### src/rtl/wpo_pkg.sv
`default_nettype none
package wpo_pkg;
    localparam int TableSize = 1024;
    localparam int AddrW = $clog2(TableSize);
    localparam int FracW = 16;
    localparam int PhaseW = AddrW + FracW;
    localparam int NumOsc = 9;
    localparam int OscW = 4;
    localparam int PwMin = 30;
    localparam int PwMax = 1000;
    localparam int IncShift = 34 - FracW;

    localparam logic [3:0] CFG_SQUARE = 4'd0;
    localparam logic [3:0] CFG_RAMP = 4'd1;
    localparam logic [3:0] CFG_SINE = 4'd2;
    localparam logic [3:0] CFG_FIRST = 4'd3;
    localparam logic [3:0] CFG_SECOND = 4'd4;
    localparam logic [3:0] CFG_PW = 4'd5;
    localparam logic [3:0] CFG_PITCH = 4'd6;

    localparam logic [1:0] KIND_RAMP = 2'd0;
    localparam logic [1:0] KIND_PULSE = 2'd1;
    localparam logic [1:0] KIND_SINE = 2'd2;

    // queue entry between front and back
    typedef struct packed {
        logic               is_write;
        logic               table_sel;
        logic [AddrW-1:0]   addr;
        logic signed [15:0] data;
        logic signed [31:0] rate;
        logic [AddrW-1:0]   off;
        logic               key_on;
        logic [15:0]        brill;
        logic signed [15:0] detune;
    } t_cmd;

    function automatic logic [1:0] osc_kind(input logic [OscW-1:0] k);
        case (k)
            4'd0, 4'd1, 4'd2: osc_kind = KIND_RAMP;
            4'd3, 4'd4, 4'd5: osc_kind = KIND_PULSE;
            default:          osc_kind = KIND_SINE;
        endcase
    endfunction

    function automatic logic [1:0] osc_partial(input logic [OscW-1:0] k);
        case (k)
            4'd0, 4'd3, 4'd6: osc_partial = 2'd0;
            4'd1, 4'd4, 4'd7: osc_partial = 2'd1;
            default:          osc_partial = 2'd2;
        endcase
    endfunction

    function automatic logic [10:0] osc_coef(input logic [OscW-1:0] k);
        case (k)
            4'd1: osc_coef = 11'd721;
            4'd2: osc_coef = 11'd1507;
            4'd3: osc_coef = 11'd459;
            4'd4: osc_coef = 11'd852;
            4'd5: osc_coef = 11'd1114;
            4'd6: osc_coef = 11'd328;
            4'd7: osc_coef = 11'd852;
            4'd8: osc_coef = 11'd1769;
            default: osc_coef = 11'd0;
        endcase
    endfunction
endpackage
`default_nettype wire

### src/rtl/wpo_front.sv
`default_nettype none
module wpo_front (
    input  wire logic                  i_clk,
    input  wire logic                  i_rst_n,
    input  wire logic                  i_valid,
    output logic                       o_ready,
    input  wire logic                  i_action,
    input  wire logic signed [31:0]    i_rate,
    input  wire logic signed [10:0]    i_pwm,
    input  wire logic                  i_key_on,
    input  wire logic [15:0]           i_brill,
    input  wire logic signed [15:0]    i_detune,
    input  wire logic                  i_table_sel,
    input  wire logic [9:0]            i_addr,
    input  wire logic signed [15:0]    i_data,
    input  wire logic [9:0]            i_pulse_width,
    output wpo_pkg::t_cmd              o_cmd,
    output logic                       o_valid,
    input  wire logic                  i_pop
);
    import wpo_pkg::*;

    // two-entry queue
    t_cmd       r_q [2];
    logic       r_wp, r_rp;
    logic [1:0] r_cnt;
    t_cmd       n_cmd;
    logic signed [12:0] w_off;
    logic       w_push;

    always_comb begin
        w_off = $signed({3'b0, i_pulse_width}) + 13'(i_pwm);
        if (w_off < 13'sd30) begin
            w_off = 13'(PwMin);
        end else if (w_off > 13'sd1000) begin
            w_off = 13'(PwMax);
        end
        n_cmd.is_write  = i_action;
        n_cmd.table_sel = i_table_sel;
        n_cmd.addr      = AddrW'(i_addr);
        n_cmd.data      = i_data;
        n_cmd.rate      = i_rate;
        n_cmd.off       = AddrW'(w_off);
        n_cmd.key_on    = i_key_on;
        n_cmd.brill     = i_brill;
        n_cmd.detune    = i_detune;
    end

    assign o_ready = (r_cnt != 2'd2);
    assign w_push  = i_valid && o_ready;
    assign o_valid = (r_cnt != 2'd0);
    assign o_cmd   = r_q[r_rp];

    always_ff @(posedge i_clk) begin
        if (w_push) begin
            r_q[r_wp] <= n_cmd;
        end
        if (!i_rst_n) begin
            r_wp <= 1'b0;
            r_rp <= 1'b0;
            r_cnt <= 2'd0;
        end else begin
            if (w_push) begin
                r_wp <= !r_wp;
            end
            if (i_pop) begin
                r_rp <= !r_rp;
            end
            r_cnt <= r_cnt + 2'(w_push) - 2'(i_pop);
        end
    end

    a_no_pop_empty: assert property (@(posedge i_clk) disable iff (!i_rst_n)
        i_pop |-> o_valid) else $error("pop from empty queue");
    a_cnt_range: assert property (@(posedge i_clk) disable iff (!i_rst_n)
        r_cnt != 2'd3) else $error("queue count overflow");
    a_full_stall: assert property (@(posedge i_clk) disable iff (!i_rst_n)
        r_cnt == 2'd2 |-> !o_ready) else $error("accept while full");
endmodule
`default_nettype wire

### config.mk
export PLATFORM = sky130hd
export DESIGN_NAME = wpo_front
export DESIGN_NICKNAME = d
export VERILOG_FILES = /design/src/rtl/wpo_pkg.sv /design/src/rtl/wpo_front.sv
export SDC_FILE = /design/constraint.sdc
export NUM_CORES = 1
export LEC_CHECK = 0
export BUFFER_PORTS_ARGS = -buffer_cell sky130_fd_sc_hd__buf_2
export CAP_MARGIN = 20
export CORE_MARGIN = 4
export CORE_UTILIZATION = 50
export CTS_CLUSTER_DIAMETER = 50
export DETAILED_ROUTE_END_ITERATION = 10
export HOLD_SLACK_MARGIN = 0.03
export PLACE_DENSITY = 0.76
export SETUP_SLACK_MARGIN = 0.3
export SYNTH_ARGS = -nofsm -noshare
export SYNTH_HDL_FRONTEND = slang
export SYNTH_SLANG_ARGS = --single-unit
### constraint.sdc
create_clock -name i_clk -period 8.5 [get_ports i_clk]
set_clock_uncertainty 0.15 [all_clocks]
set_input_delay 0.85 -clock i_clk [delete_from_list [all_inputs] [get_ports i_clk]]
set_output_delay 0.85 -clock i_clk [all_outputs]
set_load 0.02 [all_outputs]
== Yosys cells after proc, flatten, opt, wreduce, memory -nomap -nowiden ==
Memory sizes are Yosys's and may differ from the RTL's. A register that Yosys moved wholly into a read port is not among the register bits.
Cells that the tools add are included.
Word-level totals
  bits in registers: 4
  latch bits: 0
  memory bits (writable): 206
  memory bits (read-only): 0
  input port bits: 118
  output and inout port bits: 105
  word-level logic and storage cells: 20
  memories kept: 1
Memory list
  r_q: depth 2, width 103, read ports 1, clocked after memory_dff 1, write ports 1, line wpo_front.sv:24  | t_cmd r_q [2];
Operators by class
  add/sub/neg operators: 3
  multipliers: 0
  div/mod/pow operators: 0
  magnitude comparators: 2
  eq/ne operators: 1
  shift-type cells: 0
  muxes and demuxes: 6
  bitwise logic cells: 0
  reduce and logical (&&, ||, !) cells: 4
Operators by type and width (number)
  2-to-1 mux 10 bit: 2
  adder 11 x 11 -> 12 bit: 1
  greater-than comparator 12 x 11 -> 1 bit, second input constant: 1
  < comparator 12 x 6 -> 1 bit, second input constant: 1
  2-to-1 mux 1 bit: 4
  adder 2 x 1 -> 2 bit: 1
  logical NOT 1 bit: 2
  inequality test 2 bit, second input constant: 1
  nonzero test 2 bit: 1
  subtractor 2 x 1 -> 2 bit: 1
  logical AND 1 bit: 1

== Depth between registers and ports, before layout ==
  depth in word-level cells: 4
  gate-level depth with buffers: 9
  gate-level depth less buffers: 9

== Least setup slack after synthesis ==
OpenSTA, ideal clock, no wires.
  path kind: input to register
  start point: input port i_valid
  end point: memory r_q[0][0] (netlist bit), enable pin
  setup time: 0.567 ns
  arrival time: 5.246 ns
  required time: 7.783 ns
  setup slack: 2.537 ns
  stages on the path: 2
  path buffers: 0
  path through: nand2_1 nor2_1
Between the ends
  longest elaborated chain between the ends: 3
Ends and longest elaborated chain
  start: declaration: line wpo_front.sv:5  | input wire logic i_valid,
  logical AND 1 bit: line wpo_front.sv:50  | assign w_push = i_valid && o_ready;
  2-to-1 mux 1 bit: line wpo_front.sv:55  | if (w_push) begin
  2-to-1 mux 1 bit (implied by the code): line wpo_front.sv:56  | r_q[r_wp] <= n_cmd;
  end: declaration: line wpo_front.sv:24
No other way between the ends.

==> metrics <==
Required @ worst endpoint=about 7.5 ns; total global routing overflow=0; placed instance count=890; share of synthesized registers carrying an async set or reset=0; global route hottest layer=met2; clock tree from TritonCTS=yes; setup repair after global routing missed its margin=no; path type of the worst min-delay path=input port to flip-flop; grt met2 use=0.3058; Post-CTS Setup Bufs=0; ports placed on the boundary=roughly 220; Setup CP Type=flip-flop to output pin; post-synthesis adder-cell area fraction=0.02010; clock transition at the registers of the reported paths=about 0.06 ns; Commonest cells post-synth=206 x edfxtp_1, 103 x mux2_2, 12 x ha_1, 12 x nor2_1; per-cell routed wire length=roughly 19 um; Final GP Congestion=~0.89; non-filler cells in the finished layout=928; first-pass GRT wire length=26.63 mm; Detailed Route WL=around 17 mm; floorplan core area=around 17000 um2; kind of end point of the critical path=output pin; register bit total from synthesis=about 210; peak supply drop=between 100 and 150 uV; total half-perimeter wirelength after legalization and detailed placement=11.97 mm; overall die width=138.1 um; Synth Flop Type=edfxtp_1; per-instance average area after synthesis=between 15 and 20 um2; Max FO, Critical Path=70; # port buffers=roughly 220; number of nets with antenna violations after detailed routing=0; largest family of logic cells by synthesized area=multiplexers; FMAX=281.9 MHz; result of the run=finished, final reports clean; number of endpoints failing setup at the final stage=0; root buf cell=clkbuf_16; portion of netlist area occupied by mux cells=0.1382; number of iterations in the first detailed-routing pass=4; number of DRC violations after detailed-routing iteration 0=208; sort of element at the start of the critical path=flip-flop; number of nets in the layout=824; share of the yosys chip area belonging to registers=0.7426; cell taking the most area after synthesis=edfxtp_1; final total negative setup slack=0 ns; basic-gate share of the synthesized area counting and, or, nand and nor cells=0.03725; Power, Total=2.773 mW; CTS Hold Buffers Added=0; net count after synthesis=between 500 and 600; pin count of the biggest net entering global routing=a little under 80; instance area at placement=between 9000 and 10000 um2; Pwr per Cell Area=264.1 nW/um2; Hold Fails Final Rpt=0; die footprint=19070 um2; Via Count=slightly below 5000; final standard cell area without fillers=between 10000 and 15000 um2; worst slew pin tran=1.062 ns; XOR/XNOR share of the synthesized area=0.008278; clock tree buffer depth=3; most used standard cell by instance count after synthesis=edfxtp_1; floorplan die height=between 100 and 150 um; clock sink total=211; Tot GR Track Use=0.1718; number of global-route vias before repair=between 5000 and 6000; antenna violations before repair=0; Period minus WS final=roughly 3.5 ns; starting utilization of the core area=0.5104; number of levels in the clock H-tree=1; count of flip-flops with a built-in enable after synthesis=between 200 and 250; final period utilization=0.4174; Skew-Pair Late Insertion Delay=~0.48 ns; Synth top area share=0.7308; max-capacitance violation count=0; area of the mapped netlist=8464 um2; clock buffers created by TritonCTS=21; Synth-to-Final Area Change=24.05%; gate count after technology mapping=~460; max-slew violation count=0; global routing usage on met3=0.03591; cts repair resizes=0; cell types occupying the most area after synthesis=edfxtp_1 73%, mux2_2 14%, ha_1 1.8%; complex-gate fraction of the synthesized area=0.04449; row cnt=47; residual DRC count=0; Yosys cell types=between 50 and 60; share of cells above drive strength 1=0.5248; Crit path arrival time=about 2.6 ns; global routing met1 resource utilization=0.2096; Leakage=3.978 nW; worst slew margin relative to its limit=0.2923; detailed-route vias per instance=5.302; Ys Warns=0
logic make-up after synthesis:
| group | count (synthesis) |
|---|---|
| buffers and inverters | 20 |
| AND/OR/NAND/NOR | 52 |
| adder cells (fa/ha/maj) | 13 |
| flip-flops | 211 |
| XOR/XNOR | 8 |
| multiplexers | 104 |
| AO/OA/AOI/OAI | 49 |
flip-flops by register name, summed over array words and instances, names as in the netlist, named ones only:
name,flops
r_cnt,2
r_q,206
r_rp,1
r_wp,1
metrics by stage:
stage / hold WS, ns / setup WS [ns] / util
2_1_floorplan: 0.3915 / 2.537 / -
3_3_place_gp: 0.4095 / 5.078 / 0.5936
3_5_place_dp: 0.4165 / 5.044 / 0.5936
4_1_cts: 0.3834 / 4.903 / 0.6330
5_1_grt: 0.3810 / 4.792 / 0.6330
6_report: 0.4001 / 4.952 / 0.6332
final timing paths:
path | from | endpoint | slack (ns) | depth (start not counted)
max reg2reg | r_cnt[0] | r_q[0][67] | 5.70 | 4
min reg2reg | r_rp | flip-flop | 0.43 | 2
min | i_data[4] | r_q[1][79] | 0.40 | 1
max | flip-flop | o_cmd[94] | 4.95 | 3
layer usage:
layer / share of wire / up-vias
met5: 0 / -
li1: - / 2291
met4: 0.029 / 0
met3: 0.064 / 37
met2: 0.51 / 175
met1: 0.40 / 2417
critical path, stage by stage, from the launching register on:
cell and delay, ns:
dfxtp_4 0.65, buf_4 0.79, mux2_2 0.42, buf_2 0.17
where the power goes:
part | leakage, nW | internal [mW] | switching, mW | total [mW]
combinational | 1.69 | 0.207 | 0.351 | 0.558
clock | 0.325 | 0.515 | 0.351 | 0.865
sequential | 1.96 | 1.31 | 0.0364 | 1.35
area by class of cell:
| type | instances | area (um2) |
|---|---|---|
| sequential | 211 | 6290 |
| fill | 1197 | 6083 |
| multi-input combinational | 226 | 2115 |
| timing repair buffer | 225 | 1134 |
| clock buffer | 24 | 536.8 |
| tap | 220 | 275.3 |
| clock inverter | 13 | 117.6 |
| inverter | 8 | 30.03 |
| antenna | 1 | 2.502 |
placed cells by master (no fill, tap or decap), types with 2 or more instances in the layout:
cell type | Yosys | routed
mux2_2 | 103 | 103
nor3b_1 | 3 | 3
a32oi_1 | 2 | 2
o21a_1 | 6 | 6
a21oi_1 | 8 | 8
a22oi_1 | 3 | 3
o211a_1 | 2 | 2
clkinv_1 | 0 | 4
or3_1 | 2 | 2
clkinv_2 | 0 | 5
and2_1 | 8 | 8
a211oi_1 | 2 | 2
ha_1 | 12 | 12
buf_4 | 0 | 3
inv_1 | 8 | 8
dfxtp_1 | 5 | 4
o21ai_0 | 6 | 6
clkbuf_16 | 0 | 21
a21o_1 | 3 | 3
nand2_1 | 6 | 6
inv_6 | 0 | 2
buf_2 | 0 | 222
nor3_1 | 4 | 4
clkbuf_1 | 8 | 3
nand3_1 | 3 | 3
o2111a_1 | 2 | 2
xor2_1 | 2 | 2
bufinv_16 | 0 | 2
or2_2 | 2 | 2
edfxtp_1 | 206 | 206
xnor2_1 | 6 | 6
nor2_1 | 12 | 11
No activity file was read; power rests on OpenSTA's default activity.
